File: config.mk
export PLATFORM = sky130hd
export DESIGN_NAME = arp_responder_with_cache
export DESIGN_NICKNAME = d
export VERILOG_FILES = /design/src/rtl/core/arprc_pkg.sv /design/src/rtl/core/arprc_front.sv /design/src/rtl/core/arprc_queue.sv /design/src/rtl/core/arprc_back.sv /design/src/rtl/core/arp_responder_with_cache.sv
export VERILOG_INCLUDE_DIRS = /design/src /design/src/rtl/core
export SDC_FILE = /design/constraint.sdc
export NUM_CORES = 1
export LEC_CHECK = 0
export BUFFER_PORTS_ARGS = -buffer_cell sky130_fd_sc_hd__buf_4
export CORE_MARGIN = 2
export CORE_UTILIZATION = 43
export DETAILED_ROUTE_END_ITERATION = 16
export SETUP_SLACK_MARGIN = 0.05
export SYNTH_ARGS = -nofsm -noshare
export SYNTH_HDL_FRONTEND = slang
export SYNTH_HIERARCHICAL = 1
export SYNTH_SLANG_ARGS = --single-unit
File: constraint.sdc
create_clock -name i_clk -period 8.9 [get_ports i_clk]
set_input_delay 0.445 -clock i_clk [delete_from_list [all_inputs] [get_ports i_clk]]
set_output_delay 0.445 -clock i_clk [all_outputs]
set_load 0.05 [all_outputs]
File: src/rtl/core/arp_responder_with_cache_defines.svh
// Assertion macros shared by the ARP responder RTL.
`ifndef ARP_RESPONDER_WITH_CACHE_DEFINES_SVH
`define ARP_RESPONDER_WITH_CACHE_DEFINES_SVH
`ifndef SYNTHESIS
`define ARPRC_ASSERT(lbl, clk, rst_n, prop, msg) \
    lbl: assert property (@(posedge clk) disable iff (!rst_n) prop) else $error(msg);
`define ARPRC_NEVER(lbl, clk, rst_n, cond, msg) \
    lbl: assert property (@(posedge clk) disable iff (!rst_n) !(cond)) else $error(msg);
`else
`define ARPRC_ASSERT(lbl, clk, rst_n, prop, msg)
`define ARPRC_NEVER(lbl, clk, rst_n, cond, msg)
`endif
`endif

File: src/rtl/core/arprc_pkg.sv
// Shared types and protocol constants of the ARP responder.
package arprc_pkg;
    localparam int HDR_LEN    = 42;
    localparam int KEEP_FIRST = 12;   // bytes below this are never inspected
    localparam int CNT_W      = 6;

    localparam logic [15:0] ARP_ETHTYPE  = 16'h0806;
    localparam logic [15:0] HTYPE_ETH    = 16'h0001;
    localparam logic [15:0] PTYPE_IPV4   = 16'h0800;
    localparam logic [7:0]  HLEN_ETH     = 8'd6;
    localparam logic [7:0]  PLEN_IPV4    = 8'd4;
    localparam logic [15:0] OPER_REQUEST = 16'h0001;
    localparam logic [15:0] OPER_REPLY   = 16'h0002;
    localparam logic [31:0] IP_BCAST     = 32'hFFFF_FFFF;
    localparam logic [47:0] MAC_BCAST    = 48'hFFFF_FFFF_FFFF;

    localparam logic CMD_RX      = 1'b0;
    localparam logic CMD_LOOKUP  = 1'b1;
    localparam logic KIND_BYTE   = 1'b0;
    localparam logic KIND_LOOKUP = 1'b1;

    localparam logic CFG_LOCAL_MAC = 1'b0;
    localparam logic CFG_LOCAL_IP  = 1'b1;

    // One queued job: a lookup answer, or a reply to be expanded into bytes
    typedef struct packed {
        logic        lookup;
        logic        hit;
        logic [47:0] mac;    // answer MAC, or requester MAC for a reply
        logic [31:0] ip;     // requester IP for a reply
    } t_job;
endpackage

File: src/rtl/core/arprc_front.sv
// Front end: header capture, ARP check, cache learning and lookup answers.
module arprc_front import arprc_pkg::*; (
    input  logic        i_clk,
    input  logic        i_rst_n,
    input  logic        i_valid,
    output logic        o_ready,
    input  logic        i_cmd,
    input  logic [7:0]  i_byte,
    input  logic        i_last,
    input  logic [31:0] i_lookup_ip,
    input  logic [31:0] i_local_ip,
    input  logic        i_space,
    output logic        o_push,
    output t_job        o_job
);
    logic [CNT_W-1:0] r_count;
    logic [7:0]       r_hdr [KEEP_FIRST:HDR_LEN-1];
    logic [7:0]       w_hv  [KEEP_FIRST:HDR_LEN-1];
    logic [47:0]      r_cache_mac;
    logic [31:0]      r_cache_ip;

    logic        w_acc, w_rx, w_full, w_arp, w_end, w_learn, w_reply;
    logic [47:0] w_sha;
    logic [31:0] w_spa, w_tpa;

    assign o_ready = i_space;
    assign w_acc   = i_valid && i_space;
    assign w_rx    = w_acc && (i_cmd == CMD_RX);

    // Header view including the byte now arriving (it may be the last one)
    always_comb begin
        for (int i = KEEP_FIRST; i < HDR_LEN; i++) begin
            w_hv[i] = r_hdr[i];
        end
        if (r_count == CNT_W'(HDR_LEN - 1)) begin
            w_hv[HDR_LEN-1] = i_byte;
        end
    end

    assign w_sha = {w_hv[22], w_hv[23], w_hv[24], w_hv[25], w_hv[26], w_hv[27]};
    assign w_spa = {w_hv[28], w_hv[29], w_hv[30], w_hv[31]};
    assign w_tpa = {w_hv[38], w_hv[39], w_hv[40], w_hv[41]};

    assign w_full = r_count >= CNT_W'(HDR_LEN - 1);
    assign w_arp  = ({w_hv[12], w_hv[13]} == ARP_ETHTYPE) &&
                    ({w_hv[14], w_hv[15]} == HTYPE_ETH) &&
                    ({w_hv[16], w_hv[17]} == PTYPE_IPV4) &&
                    (w_hv[18] == HLEN_ETH) && (w_hv[19] == PLEN_IPV4);
    assign w_end   = w_rx && i_last && w_full && w_arp;
    assign w_learn = w_end && (w_spa != 32'd0);
    assign w_reply = w_end && ({w_hv[20], w_hv[21]} == OPER_REQUEST) &&
                     (w_tpa == i_local_ip);

    assign o_push = (w_acc && (i_cmd == CMD_LOOKUP)) || w_reply;

    always_comb begin
        o_job = '0;
        if (i_cmd == CMD_LOOKUP) begin
            o_job.lookup = 1'b1;
            if (i_lookup_ip != IP_BCAST && i_lookup_ip == r_cache_ip) begin
                o_job.mac = r_cache_mac;
                o_job.hit = 1'b1;
            end else begin
                o_job.mac = MAC_BCAST;
            end
        end else begin
            o_job.mac = w_sha;
            o_job.ip  = w_spa;
        end
    end

    always_ff @(posedge i_clk) begin
        if (!i_rst_n) begin
            r_count     <= '0;
            r_cache_mac <= '0;
            r_cache_ip  <= '0;
        end else begin
            if (w_rx) begin
                if (i_last) begin
                    r_count <= '0;
                end else if (r_count < CNT_W'(HDR_LEN)) begin
                    r_count <= r_count + 1'b1;
                end
            end
            if (w_learn) begin
                r_cache_mac <= w_sha;
                r_cache_ip  <= w_spa;
            end
        end
    end

    always_ff @(posedge i_clk) begin
        if (w_rx) begin
            for (int i = KEEP_FIRST; i < HDR_LEN; i++) begin
                if (r_count == CNT_W'(i)) begin
                    r_hdr[i] <= i_byte;
                end
            end
        end
    end
endmodule

File: src/rtl/core/arprc_queue.sv
// Job queue between the front end and the reply/answer back end.
`include "arp_responder_with_cache_defines.svh"
module arprc_queue import arprc_pkg::*; #(
    parameter int DEPTH = 4
) (
    input  logic i_clk,
    input  logic i_rst_n,
    input  logic i_push,
    input  t_job i_job,
    output logic o_space,
    output logic o_valid,
    output t_job o_job,
    input  logic i_pop
);
    localparam int PW = (DEPTH > 1) ? $clog2(DEPTH) : 1;
    localparam int CW = $clog2(DEPTH + 1);

    t_job          r_mem [DEPTH];
    logic [PW-1:0] r_wr, r_rd;
    logic [CW-1:0] r_count;

    assign o_space = r_count != CW'(DEPTH);
    assign o_valid = r_count != '0;
    assign o_job   = r_mem[r_rd];

    always_ff @(posedge i_clk) begin
        if (i_push) begin
            r_mem[r_wr] <= i_job;
        end
    end

    always_ff @(posedge i_clk) begin
        if (!i_rst_n) begin
            r_wr    <= '0;
            r_rd    <= '0;
            r_count <= '0;
        end else begin
            if (i_push) begin
                r_wr <= (r_wr == PW'(DEPTH - 1)) ? '0 : r_wr + 1'b1;
            end
            if (i_pop) begin
                r_rd <= (r_rd == PW'(DEPTH - 1)) ? '0 : r_rd + 1'b1;
            end
            if (i_push && !i_pop) begin
                r_count <= r_count + 1'b1;
            end else if (!i_push && i_pop) begin
                r_count <= r_count - 1'b1;
            end
        end
    end

    `ARPRC_NEVER(a_push_full, i_clk, i_rst_n, i_push && !o_space, "push into full queue")
    `ARPRC_NEVER(a_pop_empty, i_clk, i_rst_n, i_pop && r_count == '0, "pop from empty queue")
    `ARPRC_ASSERT(a_count_up, i_clk, i_rst_n, i_push && !i_pop |=> r_count == $past(r_count) + 1'b1, "queue count lost a push")
    `ARPRC_ASSERT(a_count_max, i_clk, i_rst_n, r_count <= CW'(DEPTH), "queue count overflow")
endmodule

File: src/rtl/core/arprc_back.sv
// Back end: expands reply jobs into frame bytes, drives the output register.
`include "arp_responder_with_cache_defines.svh"
module arprc_back import arprc_pkg::*; (
    input  logic        i_clk,
    input  logic        i_rst_n,
    input  logic        i_valid,
    input  t_job        i_job,
    output logic        o_pop,
    input  logic [47:0] i_local_mac,
    input  logic [31:0] i_local_ip,
    output logic        o_tvalid,
    input  logic        i_tready,
    output logic [63:0] o_tdata,
    output logic        o_tlast,
    output logic        o_tuser
);
    logic [CNT_W-1:0]       r_idx;
    logic [CNT_W-1:0]       w_sel;
    logic [8*HDR_LEN-1:0]   w_rep;
    logic [7:0]             w_byte;
    logic                   w_load, w_lastbyte;

    logic        r_ovalid, r_kind, r_tlast, r_hit;
    logic [7:0]  r_txb;
    logic [47:0] r_mac;

    // Reply frame, byte 0 in the top bits
    assign w_rep = {i_job.mac, i_local_mac, ARP_ETHTYPE, HTYPE_ETH, PTYPE_IPV4,
                    HLEN_ETH, PLEN_IPV4, OPER_REPLY, i_local_mac, i_local_ip,
                    i_job.mac, i_job.ip};
    assign w_sel      = CNT_W'(HDR_LEN - 1) - r_idx;
    assign w_byte     = w_rep[{w_sel, 3'b000} +: 8];
    assign w_lastbyte = r_idx == CNT_W'(HDR_LEN - 1);

    assign w_load = i_valid && (!r_ovalid || i_tready);
    assign o_pop  = w_load && (i_job.lookup || w_lastbyte);

    always_ff @(posedge i_clk) begin
        if (!i_rst_n) begin
            r_ovalid <= 1'b0;
            r_idx    <= '0;
        end else begin
            if (w_load) begin
                r_ovalid <= 1'b1;
            end else if (i_tready) begin
                r_ovalid <= 1'b0;
            end
            if (w_load && !i_job.lookup) begin
                r_idx <= w_lastbyte ? '0 : r_idx + 1'b1;
            end
        end
    end

    always_ff @(posedge i_clk) begin
        if (w_load) begin
            if (i_job.lookup) begin
                r_kind  <= KIND_LOOKUP;
                r_txb   <= '0;
                r_tlast <= 1'b0;
                r_mac   <= i_job.mac;
                r_hit   <= i_job.hit;
            end else begin
                r_kind  <= KIND_BYTE;
                r_txb   <= w_byte;
                r_tlast <= w_lastbyte;
                r_mac   <= '0;
                r_hit   <= 1'b0;
            end
        end
    end

    assign o_tvalid = r_ovalid;
    assign o_tdata  = {7'd0, r_hit, r_mac, r_txb};
    assign o_tlast  = r_tlast;
    assign o_tuser  = r_kind;

    `ARPRC_ASSERT(a_mid_reply, i_clk, i_rst_n, r_idx != '0 |-> i_valid && !i_job.lookup, "reply lost")
    `ARPRC_NEVER(a_lookup_last, i_clk, i_rst_n, r_ovalid && r_kind == KIND_LOOKUP && r_tlast, "bad tlast")
    `ARPRC_ASSERT(a_idx_range, i_clk, i_rst_n, r_idx <= CNT_W'(HDR_LEN - 1), "reply index out of range")
endmodule

File: src/rtl/core/arp_responder_with_cache.sv
// Top level of the ARP responder with a single-entry address cache.
// Input stream: s_axis_tuser selects a received frame byte (0) or a lookup (1).
//   Frame bytes come in wire order in tdata[7:0], tlast on the final byte;
//   lookups carry the IPv4 address in tdata[39:8].
// Output stream: m_axis_tuser 0 is a reply byte (tdata[7:0], tlast on byte 42),
//   1 is a lookup answer (MAC in tdata[55:8], hit flag in tdata[56]).
// Config: i_cfg_addr 0 writes local_mac, 1 writes local_ip, taken when i_cfg_we.
// One input transfer per cycle is taken while the job queue has room; frame
// checking, cache learning and lookups are resolved in the cycle of the transfer.
// A lookup answer or the first reply byte passes through the job queue and then
// the output register; a reply then streams 42 bytes at one per cycle while the
// receiver accepts them. The back end starts no new job before a reply's last byte.
// Reset clears the cache (IP 0, MAC 0), the config, the byte counter and queue.
// When the receiver stalls, the output holds, the queue fills and s_axis_tready
// drops once QUEUE_DEPTH jobs are waiting.
module arp_responder_with_cache import arprc_pkg::*; #(
    parameter int QUEUE_DEPTH = 4
) (
    input  logic        i_clk,
    input  logic        i_rst_n,
    input  logic        s_axis_tvalid,
    output logic        s_axis_tready,
    input  logic [39:0] s_axis_tdata,   // rx_byte[7:0], lookup_ip[39:8]
    input  logic        s_axis_tlast,
    input  logic        s_axis_tuser,   // cmd
    output logic        m_axis_tvalid,
    input  logic        m_axis_tready,
    output logic [63:0] m_axis_tdata,   // tx_byte[7:0], dest_mac[55:8], cache_hit[56]
    output logic        m_axis_tlast,
    output logic        m_axis_tuser,   // kind
    input  logic        i_cfg_we,
    input  logic        i_cfg_addr,
    input  logic [47:0] i_cfg_data
);
    logic [47:0] r_local_mac;
    logic [31:0] r_local_ip;
    logic        w_push, w_space, w_qvalid, w_pop;
    t_job        w_push_job, w_head_job;

    always_ff @(posedge i_clk) begin
        if (!i_rst_n) begin
            r_local_mac <= '0;
            r_local_ip  <= '0;
        end else if (i_cfg_we) begin
            case (i_cfg_addr)
                CFG_LOCAL_MAC: r_local_mac <= i_cfg_data;
                CFG_LOCAL_IP:  r_local_ip  <= i_cfg_data[31:0];
                default: ;
            endcase
        end
    end

    arprc_front u_front (
        .i_clk       (i_clk),
        .i_rst_n     (i_rst_n),
        .i_valid     (s_axis_tvalid),
        .o_ready     (s_axis_tready),
        .i_cmd       (s_axis_tuser),
        .i_byte      (s_axis_tdata[7:0]),
        .i_last      (s_axis_tlast),
        .i_lookup_ip (s_axis_tdata[39:8]),
        .i_local_ip  (r_local_ip),
        .i_space     (w_space),
        .o_push      (w_push),
        .o_job       (w_push_job)
    );

    arprc_queue #(.DEPTH(QUEUE_DEPTH)) u_queue (
        .i_clk   (i_clk),
        .i_rst_n (i_rst_n),
        .i_push  (w_push),
        .i_job   (w_push_job),
        .o_space (w_space),
        .o_valid (w_qvalid),
        .o_job   (w_head_job),
        .i_pop   (w_pop)
    );

    arprc_back u_back (
        .i_clk       (i_clk),
        .i_rst_n     (i_rst_n),
        .i_valid     (w_qvalid),
        .i_job       (w_head_job),
        .o_pop       (w_pop),
        .i_local_mac (r_local_mac),
        .i_local_ip  (r_local_ip),
        .o_tvalid    (m_axis_tvalid),
        .i_tready    (m_axis_tready),
        .o_tdata     (m_axis_tdata),
        .o_tlast     (m_axis_tlast),
        .o_tuser     (m_axis_tuser)
    );
endmodule
# [Word-level counts from Yosys, hierarchy flattened]
# Memories as Yosys holds them, arrays and structs flattened. A register that Yosys moved wholly into a read port is not among the register bits.
# Cells that the tools add are included.
[totals] reg_bits=239 mem_bits_rw=568 out_inout_bits=68 memories=2
[memory_table] name="u_queue.r_mem" depth=4 width=82 read_ports=1 rd_ports_with_merged_regs=1 write_ports=1 line_no="arprc_queue.sv:18" source="t_job r_mem [DEPTH];"
[memory_table] name="u_front.r_hdr" depth=30 width=8 read_ports=24 rd_ports_with_merged_regs=0 write_ports=1 line_no="arprc_front.sv:17" source="logic [7:0] r_hdr [KEEP_FIRST:HDR_LEN-1];"
[classes] add_sub_neg=7 n_lt_le_gt_ge=2 eq_ne=43 shift=1 n_mux=197 n_bitwise=2 reduce_logical=63
[op_table] cell="$shiftx 336x10->8" count=1
[op_table] cell="$mux 8" count=30
[op_table] cell="$reduce_or 8->1" count=29
[op_table] cell="$mux 6" count=32
[op_table] cell="$mux 1" count=125
[op_table] cell="$eq 6x5->1 const B" count=16
[op_table] cell="$mux 48" count=2
[op_table] cell="$eq 6x6->1 const B" count=11
[op_table] cell="$eq 32x32->1" count=2
[op_table] cell="$eq 16x1->1 const B" count=2
[op_table] cell="$eq 16x12->1 const B" count=2
[op_table] cell="$mux 32" count=1
[op_table] cell="$ne 32x32->1 const B" count=1
[op_table] cell="$reduce_bool 32->1" count=1
[op_table] cell="$eq 6x4->1 const B" count=4
[op_table] cell="$logic_and 1x1->1" count=19
[op_table] cell="$eq 8x3->1 const B" count=2
[op_table] cell="$add 6x1->6 const B" count=2
[op_table] cell="$mux 2" count=5
[op_table] cell="$ge 6x6->1 const B" count=1
[op_table] cell="$lt 6x6->1 const B" count=1
[op_table] cell="$mux 3" count=2
[op_table] cell="$reduce_and 2->1" count=3
[op_table] cell="$reduce_bool 2->1" count=3
[op_table] cell="other kinds (10)" count=18

# [Depth between registers and ports, before layout]
# Gate-level depths: netlist of the first run.
[logic_depth] word_depth=35 depth_mapped=15 mapped_depth_nobuf=14

# [Hierarchy]
# The synthesis of the first run kept the hierarchy.
[by_module_without_submodules] mod="arprc_queue" instances=1 cells_per_inst=473 area_per_inst_um2=12374.4 seq_area_each_um2=10029.6
[by_module_without_submodules] mod="arprc_front" instances=1 cells_per_inst=878 area_per_inst_um2=11160.7 seq_area_each_um2=7487.2
[by_module_without_submodules] mod="arprc_back" instances=1 cells_per_inst=380 area_per_inst_um2=4493.1 seq_area_each_um2=1911.8
[by_module_without_submodules] mod="arp_responder_with_cache" instances=1 cells_per_inst=314 area_per_inst_um2=3075.4 seq_area_each_um2=1601.5

# [Worst setup path before layout of the first run]
# No wires, ideal clock.
[synth_timing] path_type="reg2reg" from="register u_front.r_count[1]" to="memory u_queue/r_mem[0][0] (netlist name) (enable)" setup_ps=449 t_arrival_ps=4335 required_ps=8451 setup_slack_ps=4115 path_stages_with_launch=11 period_less_slack_ps=4785 path_cell_list="dfxtp_1 inv_1 ha_1 inv_1 or4_1 buf_4 mux2i_1 a222oi_1 nand4_1 o21ai_0 and2_1"
[synth_between] elab_chain_cells=8 word_cells_on_any_way=11 cone_classes="1 x order compare; 2 x eq/ne; 3 x mux; 5 x reduce/logical"
[synth_rtl] item="start: declaration" line_no="arprc_front.sv:16" source="logic [CNT_W-1:0] r_count;"
[synth_rtl] item="start signal: assignment" line_no="arprc_front.sv:82" source="r_count <= r_count + 1'b1;"
[synth_rtl] item="$ge 6x6->1" line_no="arprc_front.sv:44" source="assign w_full = r_count >= CNT_W'(HDR_LEN - 1);"
[synth_rtl] item="$logic_and 1x1->1 (2 in series)" line_no="arprc_front.sv:49" source="assign w_end = w_rx && i_last && w_full && w_arp;"
[synth_rtl] item="$logic_and 1x1->1" line_no="arprc_front.sv:51" source="assign w_reply = w_end && ({w_hv[20], w_hv[21]} == OPER_REQUEST) &&"
[synth_rtl] item="$logic_and 1x1->1 *" line_no="arprc_front.sv:51"
[synth_rtl] item="$logic_or 1x1->1 *" line_no="arprc_front.sv:54" source="assign o_push = (w_acc && (i_cmd == CMD_LOOKUP)) || w_reply;"
[synth_rtl] item="net w_push" line_no="arp_responder_with_cache.sv:37" source="logic w_push, w_space, w_qvalid, w_pop;"
[synth_rtl] item="$mux 1 *" line_no="arprc_queue.sv:27" source="if (i_push) begin"
[synth_rtl] item="$mux 1 (not written as such) *" line_no="arprc_queue.sv:28" source="r_mem[r_wr] <= i_job;"
[synth_rtl] item="end: declaration" line_no="arprc_queue.sv:18"
# The timed path passes the listed nets; every way through them passes the cells marked *.

# [Final worst setup path of the first run]
[layout_timing] from="register u_front.r_count[1]" to="memory u_queue/r_mem[2][76] (netlist name) (enable)"
# The elaborated chain is that of the path after synthesis.

==> results by group, run 1 <==
Outcome
  – Run status: complete, no violations

Detailed routing
  – Wire per inst: 22.43 um
  – Via/cell ratio: 5.477
  – Routed WL: around 72,000 um
  – Detailed Route Iter0 Violations: between 1,000 and 1,500
  – Post-route ant nets: 0
  – DR pass1 iterations: 7
  – Via Count: 17,540
  – DRC Markers: 0

Timing
  – Setup TNS: 0 ns
  – Least-Margin Pin Slew: 1.243 ns
  – Min Hold Slack: approximately 0.074 ns
  – Setup Viol. Count Final: 0
  – Layout Skew: 0.02561 ns
  – Final Hold Viols: 0
  – Post-layout min period: 4.772 ns
  – Unrepaired setup endpoints after global routing: no
  – Highest Clock Rate: 209.6 MHz
  – Slew HR: about 16%
  – Max Transition Viols Final: 0
  – Part of the cycle the worst path needs: between 50% and 60%

CTS
  – Clock Sinks: between 700 and 800
  – CTS max path bufs: 3
  – Post-CTS setup buffer count: 0
  – Root cell of the clock tree: clkbuf_16
  – Post-CTS Hold Fix Bufs: 0
  – H-tree depth: 3
  – Num CTS Buffers: 78
  – Clock latency on the worst-skew pair: 0.63 ns
  – Clock transition at the registers of the reported paths: 0.06 ns
  – Post-cts resize count: 0
  – CTS tree: built

Worst setup path
  – Critical Path RT: 9.14 ns
  – Worst Path Max Fanout: 56
  – Crit path launch: u_front/r_count[1]
  – Worst-path cell chain: inv_1 -> ha_1 -> inv_1 -> or4_1 -> mux2i_1 -> a222oi_1 -> nand4_1 -> o21ai_0 -> and2_4 -> buf_4
  – Kind of critical path: reg -> reg
  – Reg-to-reg critical path startpoint: u_front/r_count[1]
  – Reg2reg setup slack: between 4 and 5 ns
  – Slowest-stage cell, CP: buf_4
  – CP Buf/Inv Count: 3
  – Crit path depth: 10
  – Crit end category: register
  – Critical path endpoint: u_queue/r_mem[2][76]
  – CP top delay family: simple AND/OR/NAND/NOR gates
  – Most used cell, CP: inv_1
  – CP Launch Type: register
  – Arr. time, crit path: 5.01 ns
  – Worst path max stage delay: 0.82 ns
  – Worst Reg-to-Reg Cells: 10
  – Worst r2r dst: u_queue/r_mem[2][76]

Pwr
  – Leak Pwr: 11.60 nW
  – Clock network power share: 34.8%
  – Reg power frac: 43.9%
  – Power Dens Cells: 274.4 nW/um2
  – Net Switching: roughly 2.8 mW
  – Comb pwr share: 21.3%
  – Switching Share: 29.05%
  – VDD IR max: 254.1 uV
  – Internal power: 6.907 mW

Logic synthesis
  – Async SR Flop Fraction: 0%
  – Post-synthesis compound-gate area fraction: 5.205%
  – Post-Synth XOR/XNOR Area: 2.333%
  – Post-synth EDFFs: ~580
  – Flops & latches, synth: 761
  – Adder-cell share of the synthesized area: 0.6678%
  – Yosys Warn Count: 6
  – Post-synthesis simple-gate area fraction: 9.308%
  – Synth cell types: ~70
  – Commonest register cell after synthesis: edfxtp_1
  – Syn Area/Cell: 15.21 um2
  – Synthesized cell area: between 30,000 and 40,000 um2
  – Multiplexer area fraction after synthesis: 11.71%
  – Post-synthesis sequential area ratio: 67.61%
  – Mapped Cells: 2,045
  – Largest family of logic cells by synthesized area: multiplexers

Finish
  – Ant diodes: 0
  – Fin util: 49.54%
  – Non-Filler Instances: 3,202
  – Area growth from synthesis to layout: 14.05%
  – Final Cell Area: 35,470 um2
  – Final #Nets: 2,299
  – FILL cells: 6,042
  – Share of layout cells above drive strength 1: 19.01%

Global routing
  – First-pass GRT wire length: roughly 110,000 um
  – Pin count of the biggest net entering global routing: 131
  – GRT overflow: 0
  – GRT Resource Usage Total: a little under a fifth
  – Vias in the first global route: roughly 18,000
  – Initial antenna violation count: 2

Run
  – Max_cap viols: 0

Floorplanning
  – DIE HEIGHT: roughly 270 um
  – Initial Utilization: 43.44%
  – Num rows: 98
  – Total die area: 74,500 um2
  – Die Wd: 273.0 um
  – Boundary pin count: 164
  – Core outline area: 71,610 um2

Hold path
  – Worst hold-check path type: in -> reg

Placed design
  – Placement Cell Area: 32,810 um2
  – Detailed Place HPWL: 44,530 um
  – Port Buf Inserts: 156
  – Placed Cells incl. Taps: between 3,000 and 4,000
  – Gpl congestion: 0.8797
state kept, by name (all words and copies together) (netlist names), named ones only:
| signal | count |
|---|---|
| u_back/o_tvalid | 1 |
| u_queue/r_rd | 2 |
| r_local_ip | 32 |
| u_back/o_tuser | 1 |
| u_back/r_txb | 8 |
| u_back/r_hit | 1 |
| u_back/o_tlast | 1 |
| u_front/r_cache_mac | 48 |
| u_queue/r_wr | 2 |
| u_back/r_mac | 48 |
| u_front/r_count | 6 |
| r_local_mac | 48 |
| u_front/r_cache_ip | 32 |
| u_queue/r_count | 3 |
| u_back/r_idx | 6 |
| u_queue/r_mem | 328 |
| u_front/r_hdr | 192 |
routing by layer:
metal | track usage, % | vias to the layer above | wire length [um]
met4 | 5.968 | 0 | 1510
met2 | 31.96 | 521 | 35150
met5 | 0 | - | 0
met3 | 2.838 | 94 | 3655
li1 | - | 7940 | -
met1 | 26.02 | 8982 | 31500
how the worst min path moves through the flow:
stage                                       start  depth (start not counted)                       to
after floorplan            u_front/r_cache_mac[0]                          2   u_front/r_cache_mac[0]
after detailed placement  u_front/r_cache_mac[37]                          2  u_front/r_cache_mac[37]
after global placement    u_front/r_cache_mac[44]                          2  u_front/r_cache_mac[44]
after CTS                          i_cfg_data[35]                          3          r_local_mac[35]
final                              i_cfg_data[35]                          3          r_local_mac[35]
after global routing               i_cfg_data[35]                          3          r_local_mac[35]
worst reg2reg max path, delay by kind of cell, from the launching register on:
| kind | cells | cell delay (ns) |
|---|---|---|
| AOI/OAI and AO/OA | 2 | 1.10 |
| adders and majority gates | 1 | 0.26 |
| buffers and inverters | 3 | 1.06 |
| DFF | 1 | 0.36 |
| muxes | 1 | 0.19 |
| and+or+nand+nor | 3 | 1.39 |
cells in the mapped netlist, types with 9 or more instances:
library cell | count | share of area (%)
xnor2_1 | 40 | 1.1
buf_12 | 9 | 0.58
nand4_1 | 29 | 0.58
o21ai_0 | 22 | 0.35
ha_1 | 15 | 0.60
o22a_1 | 48 | 1.4
xor2_1 | 36 | 1.0
clkbuf_1 | 47 | 0.57
buf_4 | 21 | 0.51
a21boi_1 | 80 | 1.9
inv_1 | 23 | 0.28
nand2_1 | 325 | 3.9
edfxtp_1 | 579 | 56
mux2i_1 | 115 | 3.7
and2_1 | 64 | 1.3
dfxtp_1 | 182 | 12
nor3_1 | 18 | 0.29
nor4_1 | 29 | 0.58
a21oi_1 | 9 | 0.14
nand3_1 | 17 | 0.27
nor2b_1 | 45 | 0.91
mux4_2 | 109 | 7.9
buf_6 | 20 | 0.72
nor2_1 | 36 | 0.43
buf_2 | 23 | 0.37
metrics by stage:
stage	total power, mW	worst slack (ns)
floorplan	5.862	4.115
global placement	6.431	4.208
detailed placement	6.450	4.175
CTS	9.839	4.152
global route	10.08	3.898
finish	9.735	4.128
logic make-up after synthesis:
family                     count (synthesis)
DFF                                      761
and+or+nand+nor                          603
muxes                                    226
AOI/OAI and AO/OA                        212
buffers and inverters                    147
xor gates and xnor gates                  79
adders and majority gates                 16
other                                      1
power groups by stage:
stage	combinational (mW)	sequential (mW)	clock (mW)
final	2.08	4.27	3.38
after global routing	2.19	4.31	3.59
after CTS	2.10	4.28	3.46
after detailed placement	2.10	4.36	0
after global placement	2.08	4.35	0
after floorplan	1.09	4.77	0
cell usage in the layout (no fill, tap or decap), types with 4 or more instances in the layout:
cell type / count
nor3_1: 18
nor3b_1: 4
buf_4: 179
edfxtp_1: 579
inv_6: 5
o21ai_0: 22
nor4b_1: 8
conb_1: 7
o211ai_1: 8
dfxtp_1: 178
xnor2_1: 40
a21oi_1: 9
mux2i_1: 115
clkinv_2: 9
and2_4: 4
o2bb2ai_1: 4
nor2b_1: 45
o22a_1: 48
a21boi_1: 80
and2_1: 59
bufinv_16: 13
clkinv_1: 15
nor2_1: 36
nor4_1: 29
nand2_1: 325
o21a_1: 5
inv_1: 22
o22ai_1: 4
clkbuf_1: 16
nand3_1: 16
xor2_1: 36
ha_1: 15
clkbuf_16: 78
or3_1: 6
mux4_2: 109
nand4_1: 29
a22oi_1: 5
layout make-up:
type	count	area, um2	area share, %
flip-flops and latches	761	21040	59.32
inverters	23	86.33	0.2434
clock buffers	97	2053	5.788
repair buffers	180	1355	3.820
clock inverters	48	611.8	1.725
well taps	950	1189	3.351
multi-input cells	1143	9135	25.75
Power figures use the tool's default switching activity.
==> inputs of run 2 (changes only) <==
==> constraint.sdc (replaced) <==
create_clock -name i_clk -period 4.7 [get_ports i_clk]
set_input_delay 0.235 -clock i_clk [delete_from_list [all_inputs] [get_ports i_clk]]
set_output_delay 0.235 -clock i_clk [all_outputs]
set_load 0.05 [all_outputs]
==> results by group, run 2 (synthesized netlist as in run 1, its figures left out) <==
Detailed routing
  – Via/cell ratio: 5.458
  – Wire per inst: 22.50 um
  – DRC Markers: 0
  – Post-route ant nets: 0
  – DR pass1 iterations: 7
  – Via Count: 17,780
  – Detailed Route Iter0 Violations: 1,493
  – Routed WL: 73,300 um

Floorplanning
  – DIE HEIGHT: 273.0 um
  – Total die area: approximately 75,000 um2
  – Num rows: 98
  – Initial Utilization: 43.44%
  – Die Wd: 273.0 um
  – Boundary pin count: 164
  – Core outline area: 71,610 um2

Global routing
  – First-pass GRT wire length: approximately 110,000 um
  – GRT overflow: 0
  – Vias in the first global route: 18,110
  – Initial antenna violation count: 1
  – Pin count of the biggest net entering global routing: 133
  – GRT Resource Usage Total: between 10% and 20%

Placed design
  – Gpl congestion: roughly 0.86
  – Pre-CTS setup slack: approximately 0.88 ns
  – Placement Cell Area: 32,970 um2
  – Detailed Place HPWL: 45,640 um
  – Port Buf Inserts: 156
  – Placed Cells incl. Taps: 3,062

Worst setup path
  – Kind of critical path: reg -> reg
  – CP top delay family: simple AND/OR/NAND/NOR gates
  – CP Buf/Inv Count: 4
  – Worst Path Max Fanout: 8
  – Crit end category: register
  – CP Launch Type: register
  – Slowest-stage cell, CP: or4_1
  – Critical Path RT: 5.24 ns
  – Arr. time, crit path: 4.39 ns
  – Worst path max stage delay: 0.67 ns
  – Most used cell, CP: inv_1
  – Worst-path cell chain: inv_1 -> ha_1 -> inv_1 -> or4_1 -> mux2i_1 -> a222oi_1 -> nand4_1 -> o21ai_0 -> buf_4 -> ha_1 -> inv_1 -> fa_1 -> xor2_1 -> or3_1 -> a21boi_0

CTS
  – Num CTS Buffers: 80
  – Clock latency on the worst-skew pair: 0.63 ns
  – H-tree depth: 3
  – Root cell of the clock tree: clkbuf_16
  – Clock transition at the registers of the reported paths: about 0.06 ns
  – Post-CTS setup buffer count: 0
  – Clock Sinks: 761
  – CTS max path bufs: 3
  – CTS tree: built

Finish
  – Max reg flops: 328
  – Reg with most FFs: u_queue/r_mem
  – Largest registers: u_queue/r_mem x328, u_front/r_hdr x192
  – Ant diodes: 0
  – Final Cell Area: about 36,000 um2
  – Non-Filler Instances: 3,258
  – Commonest non-fill, non-tap cell in the layout: edfxtp_1
  – Final #Nets: 2,355
  – Share of layout cells above drive strength 1: 18.98%
  – Area growth from synthesis to layout: 16.17%
  – Most frequent cells in the layout: edfxtp_1, nand2_1, dfxtp_1

Timing
  – Part of the cycle the worst path needs: 81.85%
  – Least-Margin Pin Slew: around 1.3 ns
  – Highest Clock Rate: between 200 and 300 MHz
  – Slew HR: about 16%
  – Setup TNS: 0 ns
  – Post-layout min period: around 3.8 ns
  – Unrepaired setup endpoints after global routing: no
  – Setup ws final: around 0.85 ns
  – Layout Skew: roughly 0.026 ns
  – Final Hold Viols: 0
  – Setup Viol. Count Final: 0
  – Max Transition Viols Final: 0

Pwr
  – Leak Pwr: 11.87 nW
  – VDD IR max: ~630 uV
  – Power Dens Cells: 512.0 nW/um2

Run
  – Max_cap viols: 0

Hold path
  – Worst hold-check path type: in -> reg

Outcome
  – Run status: complete, no violations
## run 2: changes by cell type in the layout (fill, tap and decap cells not counted), sizes merged
| cell | previous run | this run |
|---|---|---|
| clkinvlp | 3 | 5 |
| bufinv | 13 | 11 |
| dlygate4sd3 | 0 | 49 |
| inv | 30 | 27 |
| buf | 180 | 185 |
| clkinv | 25 | 30 |
## run 2: per-layer routing
metal | part of all wire, % | track usage, % | vias to the layer above
li1 | - | - | 8062
met1 | 43 | 26.69 | 9069
met2 | 48 | 32.10 | 538
met3 | 5.2 | 2.935 | 114
met4 | 3.4 | 7.866 | 0
met5 | 0 | 0 | -
## run 2: cell type report
cell class	count	area, um2
inverters	23	86.33
well taps	950	1189
repair buffers	234	2008
fillers	5981	35480
flip-flops and latches	761	21040
clock buffers	97	2087
multi-input cells	1143	9136
clock inverters	50	583.1
## run 2: per-stage QoR
| step | utilization, % | power (mW) | hold slack (ns) |
|---|---|---|---|
| after CTS | 50.46 | 18.68 | 0.001160 |
| after detailed placement | 46.04 | 12.29 | 0.4434 |
| final | 50.46 | 18.50 | 0.03745 |
| after global routing | 50.46 | 19.18 | 0.008745 |
| after floorplan | - | 11.09 | 0.3339 |
| after global placement | 46.04 | 12.24 | 0.4361 |
## run 2: where the power goes
part           switching (mW)  leakage (nW)  internal, mW  total (mW)
Sequential              0.296          6.74          7.82        8.12
Combinational            2.54          3.83          1.46        4.00
Clock                    2.59          1.29          3.79        6.38
## run 2: path summary, 6_finish.rpt
check / startpoint / to / slack, ns / depth (start not counted)
worst max register to register: u_front/r_count[1] / u_queue/r_count[2] / 0.85 / 15
worst max-delay path: u_front/r_count[1] / u_queue/r_count[2] / 0.85 / 15
worst min-delay path: i_cfg_data[1] / r_local_ip[1] / 0.04 / 3
worst min register to register: u_front/r_cache_mac[36] / u_front/r_cache_mac[36] / 0.45 / 2
## run 2: tightest hold or removal path: cells and delay by family
| family | cells | cell delay (ns) |
|---|---|---|
| buffers and inverters | 1 | 0.08 |
| multiplexers | 1 | 0.16 |
| AND/OR/NAND/NOR | 1 | 0.14 |
## run 2: repair_timing
action	4_1_cts	5_1_grt
hold buffers	49	0
gates resized for setup	0	0
endpoints found under the hold margin	80	0
